**config.mk**
```make
export PLATFORM = sky130hd
export DESIGN_NAME = string_escape_decoder_top
export DESIGN_NICKNAME = d
export VERILOG_FILES = /design/src/hdl/sed_pkg.sv /design/src/hdl/string_escape_decoder_top.sv /design/src/hdl/sed_decode.sv
export SDC_FILE = /design/constraint.sdc
export NUM_CORES = 1
export LEC_CHECK = 0
export ABC_AREA = 0
export BUFFER_PORTS_ARGS = -buffer_cell sky130_fd_sc_hd__buf_2
export CAP_MARGIN = 5
export CORE_ASPECT_RATIO = 0.7
export CORE_UTILIZATION = 57
export DETAILED_ROUTE_END_ITERATION = 12
export GPL_TIMING_DRIVEN = 1
export PLACE_DENSITY = 0.81
export SLEW_MARGIN = 5
export SYNTH_ARGS = -nofsm -noshare
export SYNTH_HDL_FRONTEND = slang
export SYNTH_SLANG_ARGS = --single-unit
```
**constraint.sdc**
```tcl
create_clock -name clk -period 2.72 [get_ports clk]
set_input_delay 0.136 -clock clk [delete_from_list [all_inputs] [get_ports clk]]
set_output_delay 0.136 -clock clk [all_outputs]
set_load 0.03 [all_outputs]
```
**src/hdl/sed_pkg.sv**
```systemverilog
package sed_pkg;

  typedef enum logic [1:0] {
    PH_TEXT = 2'd0,
    PH_ESC  = 2'd1,
    PH_HEX1 = 2'd2,
    PH_HEX2 = 2'd3
  } phase_t;

  typedef struct packed {
    phase_t     phase;
    logic [3:0] high_nibble;
    logic       at_first;
    logic       err;
  } dec_state_t;

  typedef struct packed {
    logic       has_byte;
    logic [7:0] out_byte;
    logic       end_of_string;
    logic       bad_escape;
  } dec_result_t;

  localparam dec_state_t STATE_RESET = '{
    phase: PH_TEXT, high_nibble: 4'd0, at_first: 1'b1, err: 1'b0
  };

  localparam logic [7:0] CASE_BIT     = 8'h20;
  localparam logic [7:0] CH_BACKSLASH = 8'h5C;
  localparam logic [7:0] CH_QUOTE     = 8'h27;
  localparam logic [7:0] CH_DQUOTE    = 8'h22;
  localparam logic [7:0] CH_ZERO      = 8'h30;
  localparam logic [7:0] CH_NINE      = 8'h39;
  localparam logic [7:0] CH_LOW_A     = 8'h61;
  localparam logic [7:0] CH_LOW_B     = 8'h62;
  localparam logic [7:0] CH_LOW_F     = 8'h66;
  localparam logic [7:0] CH_LOW_N     = 8'h6E;
  localparam logic [7:0] CH_LOW_R     = 8'h72;
  localparam logic [7:0] CH_LOW_T     = 8'h74;
  localparam logic [7:0] CH_LOW_V     = 8'h76;
  localparam logic [7:0] CH_LOW_X     = 8'h78;
  localparam logic [7:0] TEN          = 8'h0A;

  // bit 4 set marks a byte that is not a hex digit
  function automatic logic [4:0] hex_value(input logic [7:0] c);
    logic [7:0] low;
    logic [7:0] diff;
    low = c | CASE_BIT;
    hex_value = 5'h10;
    if (c >= CH_ZERO && c <= CH_NINE) begin
      diff = c - CH_ZERO;
      hex_value = {1'b0, diff[3:0]};
    end else if (low >= CH_LOW_A && low <= CH_LOW_F) begin
      diff = low - CH_LOW_A + TEN;
      hex_value = {1'b0, diff[3:0]};
    end
  endfunction

endpackage

```
**src/hdl/string_escape_decoder_top.sv**
```systemverilog
// a byte passes the input register, then the result register, to the
// master side; one byte per cycle unless the master side stalls; the
// decoder state loops through the decode logic between both registers
// synchronous active-high reset empties both registers, sets strip_quotes
// to 1 and returns the decoder to the start of a literal
module string_escape_decoder_top
  import sed_pkg::*;
(
  input  logic       clk,
  input  logic       rst,
  input  logic       cfg_valid,
  output logic       cfg_ready,
  input  logic       cfg_data,        // strip_quotes
  input  logic       s_axis_tvalid,
  output logic       s_axis_tready,
  input  logic [7:0] s_axis_tdata,    // [7:0] data_byte
  input  logic       s_axis_tlast,
  output logic       m_axis_tvalid,
  input  logic       m_axis_tready,
  output logic [7:0] m_axis_tdata,    // [7:0] out_byte
  output logic [1:0] m_axis_tuser,    // [0] has_byte, [1] bad_escape
  output logic       m_axis_tlast
);

  logic        strip_quotes;
  logic        in_valid;
  logic [7:0]  in_byte;
  logic        in_last;
  logic        advance;
  dec_state_t  st;
  dec_state_t  st_next;
  dec_result_t res;
  dec_result_t out_reg;

  assign cfg_ready     = 1'b1;
  assign advance       = !m_axis_tvalid || m_axis_tready;
  assign s_axis_tready = !in_valid || advance;

  sed_decode u_decode (
    .st           (st),
    .strip_quotes (strip_quotes),
    .data_byte    (in_byte),
    .last_byte    (in_last),
    .st_next      (st_next),
    .res          (res)
  );

  always_ff @(posedge clk) begin
    if (rst) begin
      strip_quotes  <= 1'b1;
      in_valid      <= 1'b0;
      m_axis_tvalid <= 1'b0;
      st            <= STATE_RESET;
    end else begin
      if (cfg_valid) begin
        strip_quotes <= cfg_data;
      end
      if (s_axis_tready) begin
        in_valid <= s_axis_tvalid;
      end
      if (advance) begin
        m_axis_tvalid <= in_valid;
        if (in_valid) begin
          st <= st_next;
        end
      end
    end
  end

  // payload registers
  always_ff @(posedge clk) begin
    if (s_axis_tready && s_axis_tvalid) begin
      in_byte <= s_axis_tdata;
      in_last <= s_axis_tlast;
    end
    if (advance && in_valid) begin
      out_reg <= res;
    end
  end

  assign m_axis_tdata = out_reg.out_byte;
  assign m_axis_tuser = {out_reg.bad_escape, out_reg.has_byte};
  assign m_axis_tlast = out_reg.end_of_string;

endmodule

```
**src/hdl/sed_decode.sv**
```systemverilog
module sed_decode
  import sed_pkg::*;
(
  input  dec_state_t  st,
  input  logic        strip_quotes,
  input  logic [7:0]  data_byte,
  input  logic        last_byte,
  output dec_state_t  st_next,
  output dec_result_t res
);

  dec_state_t nxt;
  logic       has;
  logic [7:0] ob;
  logic [4:0] hv;
  logic       dropped;
  logic       err_fin;

  assign hv      = hex_value(data_byte);
  assign dropped = strip_quotes && (st.at_first || last_byte);

  always_comb begin
    nxt = st;
    has = 1'b0;
    ob  = 8'h00;
    if (!dropped && !st.err) begin
      unique case (st.phase)
        PH_TEXT: begin
          if (data_byte == CH_BACKSLASH) begin
            nxt.phase = PH_ESC;
          end else begin
            has = 1'b1;
            ob  = data_byte;
          end
        end
        PH_ESC: begin
          nxt.phase = PH_TEXT;
          has       = 1'b1;
          unique case (data_byte)
            CH_LOW_A:     ob = 8'h07;
            CH_LOW_B:     ob = 8'h08;
            CH_LOW_F:     ob = 8'h0C;
            CH_LOW_N:     ob = 8'h0A;
            CH_LOW_R:     ob = 8'h0D;
            CH_LOW_T:     ob = 8'h09;
            CH_LOW_V:     ob = 8'h0B;
            CH_ZERO:      ob = 8'h00;
            CH_BACKSLASH: ob = CH_BACKSLASH;
            CH_QUOTE:     ob = CH_QUOTE;
            CH_DQUOTE:    ob = CH_DQUOTE;
            CH_LOW_X: begin
              has       = 1'b0;
              nxt.phase = PH_HEX1;
            end
            default: begin
              has     = 1'b0;
              nxt.err = 1'b1;
            end
          endcase
        end
        PH_HEX1: begin
          if (hv[4]) begin
            nxt.phase = PH_TEXT;
            nxt.err   = 1'b1;
          end else begin
            nxt.high_nibble = hv[3:0];
            nxt.phase       = PH_HEX2;
          end
        end
        PH_HEX2: begin
          nxt.phase = PH_TEXT;
          if (hv[4]) begin
            nxt.err = 1'b1;
          end else begin
            has = 1'b1;
            ob  = {st.high_nibble, hv[3:0]};
          end
        end
        default: nxt.phase = PH_TEXT;
      endcase
    end

    // a literal that closes inside an escape is an error
    err_fin = nxt.err || (last_byte && nxt.phase != PH_TEXT);

    if (last_byte) begin
      st_next = STATE_RESET;
    end else begin
      st_next          = nxt;
      st_next.at_first = 1'b0;
    end
  end

  assign res = '{
    has_byte: has, out_byte: ob, end_of_string: last_byte, bad_escape: err_fin
  };

endmodule

```
==> Yosys cells after proc, flatten, opt, wreduce, memory -nomap -nowiden <==
Cells that the tools add are included.
{ "classes": {"order_cmp": 4, "eq_ne": 16, "n_reduce_logical": 24, "add_sub_neg": 3, "muxes": 22} }
{ "ops": {"columns": ["operator", "count"], "rows": [
  ["8-bit by 7-bit equality test with 1-bit output, second input constant", 9],
  ["7-bit case mux with 10 select lines", 1],
  ["8-bit by 6-bit equality test with 1-bit output, second input constant", 3],
  ["8-bit two-way mux", 3],
  ["8-bit case mux with 3 select lines", 1],
  ["12-bit OR reduction", 1],
  ["11-bit OR reduction", 1],
  ["5-bit two-way mux", 2],
  ["8-bit by 6-bit >= comparator with 1-bit output, second input constant", 1],
  ["8-bit by 7-bit >= comparator with 1-bit output, second input constant", 1],
  ["8-bit by 6-bit less-or-equal comparator with 1-bit output, second input constant", 1],
  ["8-bit by 7-bit less-or-equal comparator with 1-bit output, second input constant", 1],
  ["4-bit two-way mux", 2],
  ["2-bit case mux with 4 select lines", 1],
  ["4-bit by 1-bit subtractor with 4-bit output, second input constant", 2],
  ["1-bit logical AND", 7],
  ["1-bit two-way mux", 6],
  ["2-bit two-way mux", 3],
  ["6-bit two-way mux", 1],
  ["2-bit nonzero test", 3],
  ["5-bit AND reduction", 1],
  ["4-bit adder, second input constant", 1],
  ["2-bit equality test, second input constant", 2],
  ["1-bit logical NOT", 4],
  ["8 further kinds", 11]
]} }
{ "word_totals": {"wordCells": 82, "in_bits": 15, "register_bits": 31} }

==> Longest topological paths before layout <==
{ "depth": {"ltp_word": 10, "mapped_depth": 8} }

==> Hierarchy <==
From an unflattened synthesis, not the netlist that was laid out.
{ "hier_totals": {"hier_cells": 210, "area_unflattened_um2": 2078.2} }
{ "modules_own_cells": {"columns": ["mod", "instances", "cells_each", "area_per_inst_um2"], "rows": [
  ["string_escape_decoder_top", 1, 70, 1091.0],
  ["sed_decode", 1, 140, 987.2]
]} }

==> Worst setup path after synthesis <==
Ideal clock, no wire load.
{ "synth_timing": {"kind": "register to register", "from": "reg in_byte[0]", "to": "reg out_reg, in the netlist m_axis_tdata[3], data pin", "setup_ns": 0.270, "n_path_buf": 0, "path_slack_ns": 0.537, "synth_period_minus_slack_ns": 2.183, "stages_incl_launch_ff": 9, "arrival_time_ns": 1.913, "path_cell_list": "edfxtp_1 inv_1 ha_1 o21ba_2 o21ai_0 o211ai_1 a22o_1 a221oi_2 nor3_1"} }
{ "synth_between": {"elab_chain_cells": 6} }
{ "synth_rtl": {"columns": ["element", "line", "source"], "rows": [
  ["from (decl)", "string_escape_decoder_top.sv:27", "logic [7:0] in_byte;"],
  ["from (signal assigned)", "string_escape_decoder_top.sv:73", "in_byte <= s_axis_tdata;"],
  ["4-bit by 1-bit subtractor with 4-bit output (tied with other cells)", "sed_pkg.sv:54", "diff = low - CH_LOW_A + TEN;"],
  ["4-bit adder / 1-bit logical AND (equally long branches)", "sed_pkg.sv:54, sed_pkg.sv:53", null],
  ["5-bit two-way mux", "sed_pkg.sv:53", "end else if (low >= CH_LOW_A && low <= CH_LOW_F) begin"],
  ["5-bit two-way mux", "sed_pkg.sv:50", "if (c >= CH_ZERO && c <= CH_NINE) begin"],
  ["8-bit two-way mux", "sed_decode.sv:72", "if (hv[4]) begin"],
  ["8-bit case mux with 3 select lines *", "sed_decode.sv:27", "unique case (st.phase)"],
  ["to (signal assigned)", "string_escape_decoder_top.sv:77", "out_reg <= res;"],
  ["to (decl)", "string_escape_decoder_top.sv:33", "dec_result_t out_reg;"]
]} }
Every way passes the cells marked *; elsewhere a longest branch is shown, timed or not.
A chain may end at the register's enable or synchronous reset.

==> Worst setup path in the final report <==
{ "layout_timing": {"from": "reg in_byte[0]", "to": "reg out_reg, in the netlist m_axis_tdata[2], data pin"} }
The elaborated chain is that of the path after synthesis.

==> results.py <==
metrics = {
    "yosys": {
        "yosys_warnings": 0,
        "synth.area.top_cells": "edfxtp_1 30%, dfxtp_1 11%, nand2_1 3.8%, nor2_1 3.8%, a21oi_1 2.8%",
        "synth_area_per_cell_um2": 9.507,
        "synth_top_area_frac": 0.3023,
        "ys_ff_latch": 31,
        "yosys.area.top_type": "edfxtp_1",
        "synth_fp_nets": 228,
        "synth_cell_types": 67,
        "yosysSeqAreaShare": 0.4131,
        "synth_edf_count": 20,
        "synthTopCellsByCount": "20 x edfxtp_1, 20 x nand2_1, 20 x nor2_1",
        "syn-cell-area_um2": 1987,
        "netlist_instances": 209,
        "synth-main-ff-cell": "edfxtp_1",
        "async_flop_share": 0,
    },
    "routing": {
        "wl_per_cell_um": 15.14,
        "drt-pass1-iter-count": 4,
        "routed_wirelength_um": 4269,
        "drt-vias-per-instance": 6.103,
        "vias": 1721,
        "antenna_left": 0,
        "drcViolationCount": 0,
        "drtIter0Drc": 195,
    },
    "worst_setup_path": {
        "critical_path.startpoint_type": "flip-flop",
        "crit_family": "simple AND/OR/NAND/NOR gates",
        "critPathBufInv": 1,
        "reg2reg_depth": 8,
        "path_cells": "inv_1 -> ha_1 -> nand2_1 -> nor4_4 -> nor3_1 -> a31oi_1 -> nand2_1 -> a311o_1",
        "timing.critical_path.mode_cell": "nand2_1",
        "reg2reg_to": "m_axis_tdata[2]",
        "critical_path_arrival_ns": 2.52,
        "worstSetupEndpointType": "flip-flop",
        "path_class": "reg2reg",
        "crit_path_start": "in_byte[0]",
        "slowest_delay_ns": 0.52,
        "crit_slowest_cell": "edfxtp_1",
        "rrSetupSlack_ns": 0.23,
        "required_ns": 2.75,
        "cp_max_fo": 8,
        "crit_cells": 8,
        "endpoint": "m_axis_tdata[2]",
        "r2r-start": "in_byte[0]",
    },
    "timing": {
        "fin_skew_ns": 0.005425,
        "rsz0062_at_grt": "false",
        "setup_violations": 0,
        "relSlewSlack": 0.4993,
        "fin_crit_sh": 0.9146,
        "worstMarginPinSlew_ns": 0.7501,
        "timing.fmax_mhz": 402.0,
        "setup_total_negative_slack_ns": 0,
        "hold_violations": 0,
        "finalMaxSlewViolations": 0,
        "fin_crit_ns": 2.488,
    },
    "placed_design": {
        "dp_hpwl_um": 3143,
        "io_buffers": 27,
        "routabilityCongestion": 0.9337,
        "post_dp_cell_area_um2": 2133,
    },
    "pwr": {
        "p_per_area_nw_per_um2": 462.1,
        "peakVddDrop_uv": 344.2,
        "power_w": 0.001027,
        "p_leak_nw": 0.8554,
    },
    "global_routing": {
        "first_global_vias": 1487,
        "grt_max_degree": 24,
        "grt_usage": 0.2545,
        "grt_overflow": 0,
        "antenna_found_initial": 0,
        "grt_first_pass_wirelength_um": 6955,
    },
    "clocking": {
        "cts.sinks": 31,
        "htree_levels": 2,
        "cts.clk_slew.worst_paths_ns": 0.06,
        "cts_inserted_buffers": 5,
        "clk_latency_ns": 0.28,
        "cts_hold_buf": 0,
        "cts_tree": "yes",
        "cts_root_buf": "clkbuf_8",
        "clockBufferDepth": 2,
    },
    "run_status": {
        "status": "finished clean",
    },
    "final_layout": {
        "area.growth.synth_to_final_pct": 11.84,
        "fillers": 269,
        "drive_above_1_share": 0.2383,
        "multi_input_area_um2": 1070,
        "fin_area_um2": 2222,
        "layout.nets": 253,
        "n_antenna_cell": 0,
        "seq_area_um2": 820.8,
    },
    "floorplanning": {
        "die-area_um2": 3729,
        "chipWidth_um": 72.57,
        "rows": 17,
        "coreArea_um2": 3233,
        "io_pins": 29,
        "start_util": 0.6146,
        "die_h_um": 51.40,
    },
    "hold_path": {
        "min_path_type": "in2reg",
        "hold_depth": 1,
        "min_from": "s_axis_tlast",
    },
    "run": {
        "cap_violations": 0,
    },
}
## layout by cell type, fill, tap and decap left out, types with 2 or more instances in the layout
cell / instances
o2bb2ai_1: 2
a22oi_1: 2
ha_1: 4
dfxtp_1: 11
a311o_1: 2
xor2_1: 2
a21oi_1: 11
nand4b_1: 2
nor3_1: 8
buf_4: 5
nand2b_1: 5
mux2i_1: 3
and2_1: 4
nor2_1: 20
a31oi_1: 5
inv_1: 5
and3_1: 2
clkbuf_8: 5
nor2b_1: 6
nand2_1: 20
nand3_1: 6
o21ai_0: 9
o211ai_1: 2
edfxtp_1: 20
buf_2: 27
clkbuf_1: 2
nand3b_1: 3
## state kept, by name, indices dropped and copies added, names as in the netlist
name	cells
m_axis_tvalid	1
m_axis_tdata	8
in_byte	8
m_axis_tlast	1
strip_quotes	1
in_last	1
m_axis_tuser	2
in_valid	1
st	8
## how the worst min path moves through the flow
| stage | endpoint | slack, ns |
|---|---|---|
| detailed placement | in_byte[7] | 0.31 |
| floorplan | in_byte[0] | 0.23 |
| global route | in_byte[4] | 0.02 |
| global placement | in_byte[4] | 0.31 |
| CTS | in_last | 0.02 |
| finish | in_last | 0.03 |
## final cells by class
class / instances / share of cell area
clock buffers: 7 / 0.03435
clock inverters: 1 / 0.002252
inverters: 5 / 0.008446
multi-input cells: 159 / 0.4814
flip-flops and latches: 31 / 0.3694
well taps: 47 / 0.02646
repair buffers: 32 / 0.07770
## per-stage QoR
step	setup WS (ns)	cells	utilization	hold WS [ns]
floorplan	0.5372	209	-	0.2349
global placement	0.1950	273	0.6598	0.3129
detailed placement	0.1431	273	0.6598	0.3141
CTS	0.1100	281	0.6850	0.01989
global route	0.06187	282	0.6873	0.02125
finish	0.2322	282	0.6873	0.02655
## cells by family after synthesis
group,count (synthesis),share of synthesized area
xor gates and xnor gates,2,0.008818
DFF,31,0.4131
and+or+nand+nor,95,0.2878
buffers and inverters,19,0.04849
AOI/OAI and AO/OA,53,0.1921
muxes,4,0.02267
other,1,0.001887
adders and majority gates,4,0.02519
## repair_timing
action                                  in CTS  in global routing
buffers inserted                             0                  1
resized for setup                            0                  1
endpoints found under the setup margin       0                  2
## power by group
group | leakage, nW | total, W | switching (W) | internal, W
clock | 0.0422 | 0.000340 | 0.000161 | 0.000179
combinational | 0.529 | 0.000140 | 0.0000859 | 0.0000543
sequential | 0.285 | 0.000547 | 0.0000234 | 0.000524
## layer usage
metal	up-vias	GRT usage	share of wire
met3	6	0.08284	0.096
met4	0	0.07843	0.010
met5	-	0	0
met1	788	0.3575	0.47
met2	98	0.3707	0.42
li1	829	-	-
Power figures use the tool's default switching activity.
